**src/design/grr_mul.sv**
```systemverilog
// shared registered multiplier for the address and index setup
`default_nettype none

module grr_mul #(
    parameter int AW = 18,
    parameter int BW = 7
) (
    input  wire logic             i_clk,
    input  wire logic [AW-1:0]    i_a,
    input  wire logic [BW-1:0]    i_b,
    output logic      [AW+BW-1:0] o_q
);

    logic [AW+BW-1:0] r_q;

    always_ff @(posedge i_clk) begin
        r_q <= (AW+BW)'(i_a) * (AW+BW)'(i_b);
    end

    assign o_q = r_q;

endmodule

`default_nettype wire

```
**config.mk**
```make
export PLATFORM = sky130hd
export DESIGN_NAME = grr_mul
export DESIGN_NICKNAME = d
export VERILOG_FILES = /design/src/design/grr_mul.sv
export SDC_FILE = /design/constraint.sdc
export NUM_CORES = 1
export LEC_CHECK = 0
export BUFFER_PORTS_ARGS = -buffer_cell sky130_fd_sc_hd__buf_2
export CAP_MARGIN = 15
export CORE_MARGIN = 10
export CORE_UTILIZATION = 40
export DETAILED_ROUTE_END_ITERATION = 16
export PLACE_DENSITY = 0.58
export SLEW_MARGIN = 20
export SYNTH_ARGS = -nofsm -noshare
export SYNTH_HDL_FRONTEND = slang
export SYNTH_SLANG_ARGS = --single-unit
```
**constraint.sdc**
```tcl
create_clock -name i_clk -period 6.9 [get_ports i_clk]
set_input_delay 1.035 -clock i_clk [delete_from_list [all_inputs] [get_ports i_clk]]
set_output_delay 1.035 -clock i_clk [all_outputs]
set_load 0.01 [all_outputs]
```
==> results of run 1 <==
routing by layer:
layer | global-route usage [%] | vias up | wire [um]
met1 | 14.9 | 1770 | 4270
met4 | 2.28 | 0 | 147
met2 | 26.3 | 83 | 5390
li1 | - | 1661 | -
met5 | 0 | - | 0
met3 | 2.67 | 15 | 462
power breakdown:
part	leakage [nW]	switching [mW]	internal [mW]	total, mW
logic	2.30	0.776	0.570	1.35
clock network	0.0382	0.0516	0.0791	0.131
registers	0.210	0.0143	0.226	0.240
worst max-delay path: cells and delay by family:
kind / cells / cell delay, ns
compound gates: 3 / 0.43
fa+ha+maj: 5 / 2.37
buf+inv: 3 / 0.38
simple gates: 4 / 1.16
worst max-delay path by stage:
stage / start / to / depth (start not counted)
after floorplan: i_b[3] / o_q[17] / 17
after global placement: i_b[2] / o_q[17] / 15
after detailed placement: i_b[2] / o_q[17] / 15
after CTS: i_b[2] / o_q[17] / 15
after global routing: i_b[2] / o_q[17] / 15
final: i_b[3] / o_q[17] / 15
cell type report:
| type | count | area share (%) |
|---|---|---|
| Timing Repair Buffer | 50 | 4.98 |
| Sequential cell | 25 | 9.96 |
| Multi-Input combinational cell | 379 | 73.4 |
| Clock buffer | 4 | 1.57 |
| Tap cell | 140 | 3.49 |
| Inverter | 88 | 6.57 |
kinds of logic after synthesis:
logic type | synth area share [%]
buffers and inverters | 8.34
adder cells (fa/ha/maj) | 46.3
XOR/XNOR | 3.83
AND/OR/NAND/NOR | 20.9
AO/OA/AOI/OAI | 9.60
flip-flops | 10.9
layout by cell type (no fill, tap or decap), types with 2 or more instances in the layout:
master                      count
sky130_fd_sc_hd__a2111o_1       2
sky130_fd_sc_hd__a211oi_1       2
sky130_fd_sc_hd__a211oi_2       2
sky130_fd_sc_hd__a21o_1         5
sky130_fd_sc_hd__a21oi_1       19
sky130_fd_sc_hd__a31oi_1        3
sky130_fd_sc_hd__and2_1        98
sky130_fd_sc_hd__and3_1         3
sky130_fd_sc_hd__buf_2         50
sky130_fd_sc_hd__clkbuf_16      3
sky130_fd_sc_hd__dfxtp_1       25
sky130_fd_sc_hd__fa_1          79
sky130_fd_sc_hd__ha_1          43
sky130_fd_sc_hd__inv_1         88
sky130_fd_sc_hd__nand2_1       46
sky130_fd_sc_hd__nand2b_1       3
sky130_fd_sc_hd__nand3_1        7
sky130_fd_sc_hd__nand4_1        2
sky130_fd_sc_hd__nor2_1         8
sky130_fd_sc_hd__o21a_1         4
sky130_fd_sc_hd__o21ai_0        7
sky130_fd_sc_hd__o21ai_1        6
sky130_fd_sc_hd__o31ai_1        2
sky130_fd_sc_hd__xnor2_1       13
sky130_fd_sc_hd__xor2_1         7
metrics by stage:
stage | power (mW) | util (%) | instances | hold slack (ns)
global route | 1.93 | 45.6 | 686 | 1.11
finish | 1.72 | 45.6 | 686 | 1.09
global placement | 1.60 | 44.9 | 682 | 1.36
CTS | 1.74 | 45.6 | 686 | 1.09
detailed placement | 1.60 | 44.9 | 682 | 1.36
floorplan | 1.28 | - | 504 | 1.16
==> results.md, run 1 <==
Status:
- The flow ran to the end, and the final reports show no timing, DRC or antenna violations.

Clock network:
- Buffers added to address setup during post-CTS repair amount to 0.
- The count of clock tree sinks is 25.
- In this run the number of H-tree levels came out at 1.
- The number of buffers on the longest clock path is 2.
- The number of clock buffers added by TritonCTS is 3.
- The number of buffers added to fix hold violations after cts is 0.
- The clock slew seen by the registers of the worst setup and hold paths is 0.06 ns.
- Once the clock tree was built, the resizer swapped 0 gates to a different size.
- The CTS tree is built.
- The cell sitting at the root of the clock tree is a sky130_fd_sc_hd__clkbuf_16.

Critical path:
- The nature of the critical path endpoint is a register.
- The cell type of the slowest stage on the worst timing path is sky130_fd_sc_hd__or4_1.
- The critical path goes through buf_2 -> and2_1 -> fa_1 -> fa_1 -> fa_1 -> inv_1 -> fa_1 -> inv_1 -> ha_1 -> nand4_1 -> or4_1 -> a41oi_2 -> o21ai_1 -> or4b_1 -> o311ai_1.
- The cell occurring most often along the worst timing path is sky130_fd_sc_hd__fa_1.
- The startpoint-to-endpoint class of the critical path is input port to register.
- Along the worst path, the maximum fanout reaches 18.
- At the worst endpoint, the required time is 7.04 ns.
- The largest stage delay on the critical path is 0.60 ns.
- The critical path launch point type is an input port.
- For the worst setup path, the data arrival time is 5.39 ns.

Die:
- The overall die area is 0.0161 sq mm.
- Row generation in the floorplan step produced 38 rows.
- The initial core utilization is 41.5%.
- 51 I/O pins were placed.
- The core footprint is 0.0110 sq mm.
- From left edge to right edge, the die measures 127 um.
- The vertical die dimension is 127 um.

Finish:
- After routing the design area is 0.00503 sq mm.
- The share of layout cells above drive strength 1 is 11.0%.
- The number of antenna diodes in the final layout is 0.
- Counting the fill cells in the layout gives 1108.
- The number of nets in the layout is 695.
- The multi-input combinational cells in the finished layout cover a total of 0.00369 sq mm.
- The register with the most flip-flops in the layout has 25 of them.
- Registers take 500 sq um.
- From synthesis to final layout, the design area changed by 9.90%.

Timing:
- Setup repair after global routing left no endpoint under its margin.
- The shortest clock period the worst path allows after layout is 5.26 ns.
- Setup violations remaining at the end of the flow were counted as 0.
- The post-layout worst setup margin is 1.64 ns.
- The final critical path takes up 76.2% of the cycle.
- After routing, the total negative slack on setup checks comes to 0 ns.
- Based on the critical path, the design can be clocked at up to 0.190 GHz.
- Measured against its own limit, the worst slew margin works out to 68.2%.
- The transition time at the pin with the least slew margin is 0.476 ns.
- The number of failing hold endpoints at the final stage was 0.
- The final max-slew violation count is 0.

Global routing:
- Global routing consumed, over all layers together, 13.5% of the routing resources.
- Summed over all layers, the global routing overflow is 0.
- The number of global-route vias before repair is 3944.
- Entering global routing, the biggest net connects 19 pins.
- The initial antenna violation count is 0.
- The wire length of the first global-routing pass is 18200 um.

Detailed routing:
- After detailed routing, the average wire length per cell comes to 15.0 um.
- Wires add up to 10300 um.
- The detailed-route DRC error count is 0.
- Using the TritonRoute via totals, the vias-per-cell ratio works out to 5.14.
- Across all layers, the routed design uses 3529 vias.
- For this run, the detailed router's first-pass iteration total came to 4.
- The detail route stage leaves a number of antenna-violating nets equal to 0.
- The iteration-0 DRC count of the detailed router is 199.

Worst hold path:
- The worst hold path depth is 2.
- The path class of the tightest hold or removal check is input port to register.
- The path with the worst hold slack has its endpoint at o_q[0].
- The critical hold path startpoint is i_a[0].

Logic synthesis:
- Ranked by total cell area, the synthesized netlist is headed by sky130_fd_sc_hd__fa_1 (35%), sky130_fd_sc_hd__and2_1 (13%), sky130_fd_sc_hd__ha_1 (12%).
- By count the netlist is led by sky130_fd_sc_hd__and2_1 (98), sky130_fd_sc_hd__inv_1 (88), sky130_fd_sc_hd__fa_1 (79).
- The number of synthesized register bits is 25.
- The mean instance size in the synthesized netlist is 9.07 sq um.
- The count of flip-flops with a built-in enable after synthesis is 0.
- For this run, the register share of the synthesized area comes to 10.9%.
- Among all flip-flop cells after synthesis, the most frequent one is sky130_fd_sc_hd__dfxtp_1.
- After synthesis, the netlist uses 44 different library cells.
- Of the post-synthesis cell area, the dominant cell type holds 34.6%.
- The count of yosys warnings during synthesis is 0.
- The synthesized area is 0.00457 sq mm.
- The number of nets in the synthesized netlist is 652.
- The most used standard cell by instance count after synthesis is sky130_fd_sc_hd__and2_1.
- The number of instances in the synthesized netlist is 504.
- The cell taking the most area after synthesis is sky130_fd_sc_hd__fa_1.
- The share of flip-flops with an asynchronous set or reset after synthesis is 0%.

Run:
- The total of max-cap violations is 0.

Place:
- Prior to clock tree synthesis, the placed netlist has a worst setup slack of 1.35 ns.
- During placement, the flow inserted port buffers numbering 50.
- The post-detailed-placement cell area is 0.00495 sq mm.
- The detailed placement HPWL is 8720 um.
- The congestion estimate from routability-driven global placement came to 0.851.

Power and ir drop:
- The total power per unit cell area is 342 mW/mm^2.
- In this run the static leakage power is 2.55 nW.
- The peak supply drop is 0.187 mV.
Note: power is estimated with default switching activity, not from simulation.
==> run 2, diff against run 1 <==
--- a/config.mk
+++ b/config.mk
@@ -5,6 +5,7 @@
 export SDC_FILE = /design/constraint.sdc
 export NUM_CORES = 1
 export LEC_CHECK = 0
+export ABC_AREA = 1
 export BUFFER_PORTS_ARGS = -buffer_cell sky130_fd_sc_hd__buf_2
 export CAP_MARGIN = 15
 export CORE_MARGIN = 10
==> constraint.sdc (replaced) <==
create_clock -name i_clk -period 5.3 [get_ports i_clk]
set_input_delay 0.795 -clock i_clk [delete_from_list [all_inputs] [get_ports i_clk]]
set_output_delay 0.795 -clock i_clk [all_outputs]
set_load 0.01 [all_outputs]
==> run 2 against run 1 <==
  * Sequential power is 31% higher
  * First-iteration DRC count is 13% lower
  * Count of clock-buffer cells in the layout stayed put
  * Final cell count is 44% higher
  * Largest cell class unchanged
  * Largest power group unchanged
  * Clock power is 31% higher
==> results.md, run 2 <==
Detailed routing:
- In the final routed layout, each cell accounts on average for 11.9 um.
- The final layout contains routed wiring with a total length of 11800 um.
- Using the TritonRoute via totals, the vias-per-cell ratio works out to 4.37.
- Detailed routing inserted a total of 4316 vias.
- The detailed-route DRC error count is 0.
- The iteration count of the initial detailed-routing pass is 4.
- The first routing iteration left 174 violations.
- In this run the remaining antenna-violating nets after routing total 0.

Timing:
- The final total negative setup slack is 0 ns.
- After layout, the minimum clock period comes to 4.43 ns.
- Setup violations remaining at the end of the flow were counted as 0.
- The number of failing hold endpoints at the final stage is 0.
- For this run, the top clock speed supported by timing is 0.226 GHz.
- The post-route clock period utilization is 83.5%.
- Headroom to the max-slew limit came out at 72.2%.
- The transition time at the pin with the least slew margin is 0.417 ns.
- The final max-slew violation count was 0.
- Setup repair after global routing left no endpoint under its margin.

Global routing:
- Entering global routing, the biggest net connects 19 pins.
- The first global-routing pass estimated 21900 um of wire.
- The initial antenna violation count was 0.
- The overall routing resource usage is 14.4%.
- For this run the aggregate overflow at the end of global routing stands at 0.
- The number of global-route vias before repair is 4765.

Logic synthesis:
- The number of synthesized register bits is 25.
- The most used standard cell by instance count after synthesis is sky130_fd_sc_hd__nand2_1.
- The unique cell type count in the Yosys netlist is 24.
- In the synthesized netlist, the cells that appear most often are sky130_fd_sc_hd__nand2_1 (265), sky130_fd_sc_hd__inv_1 (241), sky130_fd_sc_hd__fa_1 (79).
- sky130_fd_sc_hd__fa_1 takes more of the synthesized area than any other cell.
- Synthesis produced a netlist with a net count of 924.
- Counting flops with a built-in enable in the synthesized netlist gives 0.
- Sequential cells were found to cover 9.59% of the synthesized design area.
- The flip-flop cell with the highest count after synthesis is sky130_fd_sc_hd__dfxtp_1.
- Synthesis produced 776 cells.
- The share of flip-flops with an asynchronous set or reset after synthesis is 0%.
- The synthesized area is 0.00522 sq mm.
- By area the synthesized netlist is led by sky130_fd_sc_hd__fa_1 (30%), sky130_fd_sc_hd__nand2_1 (19%), sky130_fd_sc_hd__inv_1 (17%).
- The count of yosys warnings during synthesis is 0.
- The area share of the largest cell type after synthesis is 30.3%.
- The mean instance size in the synthesized netlist is 6.73 sq um.

Critical path:
- Counting stages on the worst path, the most repeated cell is sky130_fd_sc_hd__nand2_1.
- Walking the worst path, the cells encountered are buf_2 -> nand2_1 -> fa_1 -> fa_1 -> inv_1 -> fa_1 -> inv_1 -> fa_1 -> inv_1 -> ha_1 -> nand2_1 -> inv_1 -> nand2_1 -> nand2_1 -> nand2_1 -> nand3_2 -> nand2_1 -> nand2_1 -> nand2_1 -> nand2_1.
- The number of buffer and inverter instances along the worst setup path is 5.
- The dominant delay contributor by cell family on the critical path is adder cells.
- The critical path launch point type is an input port.
- The startpoint-to-endpoint class of the critical path is input port to register.
- STA puts the critical path data required time at 5.46 ns.
- The worst setup path is captured at a register.
- The cell type of the slowest stage on the worst timing path is sky130_fd_sc_hd__fa_1.
- The highest fanout seen on the critical path is 18.
- The largest single stage delay on the critical path is 0.56 ns.
- STA puts the critical path data arrival time at 4.59 ns.

Clock network:
- The number of buffers added to fix hold violations after cts is 0.
- Clock tree synthesis inserted a total of 3 buffers.
- The CTS tree is built.
- The clock slew seen by the registers of the worst setup and hold paths is 0.07 ns.
- In this run the number of H-tree levels came out at 1.
- Post-CTS repair changed the size of 0 cells.
- The post-CTS setup repair buffer count is 0.
- Clock tree synthesis found a total of 25 sinks.
- The number of buffers on the longest clock path is 2.
- The root buffer cell is sky130_fd_sc_hd__clkbuf_16.

Finish:
- The library cell used most frequently in the layout, excluding fill and tap cells, is sky130_fd_sc_hd__nand2_1.
- The post-route netlist has 12.1% of its cells at a drive strength greater than 1.
- The multi-input gate area in the final layout is 0.00371 sq mm.
- The number of inserted diodes is 0.
- Cells fill 44.8% of the core in the end.
- The filler cell count in the final layout is 1419.
- The library cells used most frequently in the layout, excluding fill and tap cells, are sky130_fd_sc_hd__nand2_1 (265), sky130_fd_sc_hd__inv_1 (241), sky130_fd_sc_hd__fa_1 (79).
- The register area is 500 sq um.
- The area growth from synthesis to final layout is 9.28%.
- In the final design database the tool counted 965 nets.
- Once layout is done, the placed cells without fillers occupy 0.00570 sq mm.
- The register with the most flip-flops in the layout has 25 of them.

Power and ir drop:
- The total power per unit cell area is 443 mW/mm^2.
- The peak supply drop is 0.170 mV.
- The cell leakage power is 3.86 nW.

Place:
- Port buffering added 50 buffers.
- Summing all placed instances gives a cell area of 0.00563 sq mm.
- The detailed placement HPWL is 10200 um.
- The placer's final routability congestion estimate is 0.862.

Status:
- The run finished with clean final reports.

Die:
- In this run the standard cell core region covers 0.0127 sq mm.
- Once the floorplan was initialized, standard cells occupied 41.0% of the core.
- During I/O placement, the number of pins put on the boundary was 51.
- The floorplan step set the die height to 134 um.
- The die covers 0.0180 sq mm.
- The die extent in x is 134 um.
- After floorplanning, the core was divided into 41 placement rows.

Run:
- Max-cap violations in this run came to 0.

Worst hold path:
- The type of the worst min-delay path is input port to register.
run 2: changes by cell type in the layout (fill, tap and decap cells not counted), moves of 12 or more:
cell                      before  now
sky130_fd_sc_hd__nand2_2       0   15
sky130_fd_sc_hd__nand2_1      46  265
sky130_fd_sc_hd__nand3_1       7   19
sky130_fd_sc_hd__inv_1        88  241
sky130_fd_sc_hd__and2_1       98    0
run 2: cell families after synthesis:
logic type      Yosys count  synth area share [%]
simple gates            341                  27.5
buf+inv                 267                  19.3
fa+ha+maj               122                  40.6
flops                    25                  9.59
compound gates           11                  1.27
xor+xnor                 10                  1.68
run 2: metal layers:
layer  global-route usage, %  share of wire [%]  vias to the layer above
li1                        -                  -                     2241
met1                    17.3                 45                     1991
met3                    1.79                3.7                       11
met5                       0                  0                        -
met4                    2.84               0.98                        0
met2                    26.6                 51                       73
run 2: power by group:
group	total, mW	internal, mW	leakage, nW	switching (mW)
combinational	2.04	0.734	3.62	1.31
clock	0.171	0.103	0.0382	0.0685
sequential	0.315	0.292	0.210	0.0229
run 2: tightest hold or removal path, stage by stage:
cell and delay (ns):
sky130_fd_sc_hd__buf_2 0.15, sky130_fd_sc_hd__nand2_1 0.07, sky130_fd_sc_hd__inv_1 0.03
run 2: cell type report:
cell class | count | share of cell area, %
Clock buffer | 4 | 1.38
Inverter | 253 | 16.6
Multi-Input combinational cell | 484 | 65.0
Sequential cell | 25 | 8.77
Tap cell | 172 | 3.77
Timing Repair Buffer | 50 | 4.39
run 2: path summary, 6_finish.rpt:
check | startpoint | to | slack [ns] | depth (start not counted)
hold / removal | i_a[0] | o_q[0] | 0.83 | 3
setup / recovery | i_b[6] | o_q[19] | 0.87 | 20
run 2: stage by stage:
step	cells	total power, mW	hold slack, ns	setup slack (ns)
2_1_floorplan	776	1.89	0.893	0.702
3_5_place_dp	984	2.40	1.11	0.590
4_1_cts	988	2.58	0.829	0.855
5_1_grt	988	2.90	0.848	0.542
3_3_place_gp	984	2.40	1.10	0.588
6_report	988	2.53	0.828	0.873
==> run 3, diff against run 2 <==
==> constraint.sdc (replaced) <==
create_clock -name i_clk -period 4.3 [get_ports i_clk]
set_input_delay 0.645 -clock i_clk [delete_from_list [all_inputs] [get_ports i_clk]]
set_output_delay 0.645 -clock i_clk [all_outputs]
set_load 0.01 [all_outputs]
==> run 3 against run 2 <==
  * First-iteration DRC count rose by 11%
  * Worst hold slack worse by 0.074 ns
  * Clock power grew 22%
  * Setup slack got worse by 0.65 ns
  * Sequential power grew 22%
  * Critical endpoint is now o_q[22]
==> results.md, run 3 (synthesis gave the netlist of run 2 again) <==
Detailed routing:
- The iteration count of the initial detailed-routing pass is 4.
- For this block, the initial DRC count from the detailed router was 193.
- The number of vias in the routed layout is 4449.
- Once detail routing completed, the nets flagged for antenna violations numbered 0.
- Dividing the detail-routed wire length by the instance count gives 11.2 um.
- The total length of routed wires is 11500 um.
- Using the TritonRoute via totals, the vias-per-cell ratio works out to 4.33.
- In the routed design, unresolved DRC markers number 0.

Timing:
- Setup repair after global routing left no endpoint under its margin.
- Of the available clock period, the critical path in the final layout requires 94.9%.
- The post-layout worst setup margin is 0.218 ns.
- The number of failing hold endpoints at the final stage came to 0.
- The final max-slew violation count is 0.
- Static timing analysis puts the maximum clock frequency at 0.245 GHz.
- Summed over all failing endpoints, the final setup total negative slack is 0 ns.
- The shortest clock period the worst path allows after layout is 4.08 ns.
- The transition time at the pin with the least slew margin is 0.334 ns.
- The worst-case headroom to the max-slew limit is 77.8%.
- The count of endpoints failing setup in the final report is 0.

Finish:
- For this run, the share of the core covered by cells in the final layout is 47.7%.
- After the flow finishes, the layout carries non-filler instances totaling 1028.
- The number of inserted diodes is 0.
- The post-route netlist has 17.3% of its cells at a drive strength greater than 1.
- The register with the most flip-flops in the layout has 25 of them.
- The area growth from synthesis to layout is 16.4%.
- The most common cell after layout, fill and taps aside is sky130_fd_sc_hd__nand2_1.
- The library cells used most frequently in the layout, excluding fill and tap cells, are sky130_fd_sc_hd__nand2_1 (264), sky130_fd_sc_hd__inv_1 (241), sky130_fd_sc_hd__fa_1 (78).
- The filler cell count in the final layout is 1390.
- After the last flow step, the layout net total stands at 1005.

Clock network:
- Buffers added to address setup during post-CTS repair amount to 0.
- The number of buffers added to fix hold violations after cts is 0.
- Counting along the longest clock path gives a buffer depth of 2.
- Clock-pin slew was measured on the worst setup and hold paths at 0.07 ns.
- CTS saw 25 sinks.
- TritonCTS built the clock tree.
- TritonCTS created 3 clock buffers.
- The root buffer cell is sky130_fd_sc_hd__clkbuf_16.
- The maximum level of the CTS H-tree is 1.

Place:
- Detailed placement finished with a half-perimeter wire length of 10300 um.
- The count of buffers added on input and output ports is 50.
- The placer's final routability congestion estimate is 0.839.
- The number of placed instances with taps included is 1024.
- Prior to clock tree synthesis, the placed netlist has a worst setup slack of -0.153 ns.

Worst hold path:
- The type of the worst min-delay path is input port to register.
- The startpoint identified for the worst hold timing path is i_a[0].

Global routing:
- The initial antenna violation count is 0.
- For this run, the total global-route usage over all layers was measured as 13.6%.
- The first global-routing pass estimated 20800 um of wire.
- The pin count of the biggest net entering global routing is 19.
- Summed over all layers, the global routing overflow is 0.
- The number of global-route vias before repair was 4712.

Die:
- The floorplan step defined a core boundary enclosing 0.0127 sq mm.
- The die extent in x is 134 um.
- The initial core utilization is 41.0%.
- The vertical die dimension is 134 um.
- The overall die area is 0.0180 sq mm.
- The count of boundary I/O pins is 51.
- The initialized floorplan defines 41 standard-cell rows.

Critical path:
- The worst setup path is launched from an input port.
- The dominant delay contributor by cell family on the critical path is adder cells.
- By startpoint and endpoint, the worst setup path is classified as input port to register.
- The arrival time at the worst endpoint is 4.24 ns.
- The highest fanout seen on the critical path is 10.
- At the worst endpoint, the required time is 4.46 ns.
- The cell type of the slowest stage on the worst timing path is sky130_fd_sc_hd__fa_1.
- The nature of the critical path endpoint is a register.
- The number of buffer and inverter instances along the worst setup path is 8.
- The largest stage delay on the critical path is 0.50 ns.
- The launching instance or port of the critical path is i_b[5].
- Walking the worst path, the cells encountered are clkbuf_4 -> buf_4 -> nand2_1 -> inv_1 -> fa_1 -> inv_1 -> fa_1 -> inv_1 -> fa_1 -> inv_1 -> fa_1 -> inv_1 -> ha_1 -> nand2_1 -> inv_1 -> nand2_1 -> nand2_1 -> a21oi_1 -> nand3_1 -> nand2_1 -> nand2_1.

Run:
- The tool flagged a number of max-cap violations equal to 0.

Status:
- The flow ran to the end, and the final reports show no timing, DRC or antenna violations.

Power and ir drop:
- The cell leakage power is 4.06 nW.
- IR analysis of the VDD net gives a maximum drop of 0.235 mV.
- For this design the ratio of total power to cell area is 564 mW/mm^2.
- The total power is 3.42 mW.
==> run 3: cell types whose count changed in the layout (fill, tap and decap cells not counted), moves of 2 or more <==
cell,delta
sky130_fd_sc_hd__ha_1,-5
sky130_fd_sc_hd__buf_2,-6
sky130_fd_sc_hd__ha_4,+3
sky130_fd_sc_hd__a21oi_2,+2
sky130_fd_sc_hd__buf_4,+44
sky130_fd_sc_hd__a21oi_1,-2
sky130_fd_sc_hd__ha_2,+2
sky130_fd_sc_hd__clkbuf_4,+2
==> run 3: routing by layer <==
metal	GRT usage (%)	vias to the layer above	wire length (um)
li1	-	2324	-
met1	16.7	2035	5150
met2	24.7	78	5710
met3	1.72	12	440
met4	2.60	0	164
met5	0	-	0
==> run 3: final timing paths <==
path,end,cells past startpoint
hold / removal,o_q[0],4
setup / recovery,o_q[22],21
==> run 3: final cells by class <==
| class | instances | area [sq um] | share of cell area (%) |
|---|---|---|---|
| Multi-Input combinational cell | 484 | 3760 | 62.0 |
| Sequential cell | 25 | 500 | 8.24 |
| Timing Repair Buffer | 90 | 566 | 9.31 |
| Tap cell | 172 | 215 | 3.54 |
| Inverter | 253 | 950 | 15.6 |
| Clock buffer | 4 | 78.8 | 1.30 |
==> run 3: metrics by stage <==
| step | hold WS (ns) | area, sq um |
|---|---|---|
| detailed placement | 1.02 | 5940 |
| floorplan | 0.743 | 5250 |
| CTS | 0.750 | 6020 |
| global placement | 1.01 | 5940 |
| global route | 0.771 | 6070 |
| finish | 0.754 | 6070 |
==> run 3: repair_timing <==
action | CTS | global route
endpoints found under the hold margin | 0 | 0
setup endpoints to repair | 0 | 14
resized for setup | 0 | 18
==> run 3: where the power goes <==
part	leakage, nW	internal (mW)	switching, mW
clock network	0.0382	0.127	0.0824
registers	0.210	0.360	0.0248
logic	3.81	1.15	1.68
==> run 3: tightest hold or removal path, stage by stage <==
cell and delay (ns):
sky130_fd_sc_hd__buf_2 0.10, sky130_fd_sc_hd__buf_4 0.14, sky130_fd_sc_hd__nand2_1 0.05, sky130_fd_sc_hd__inv_1 0.04
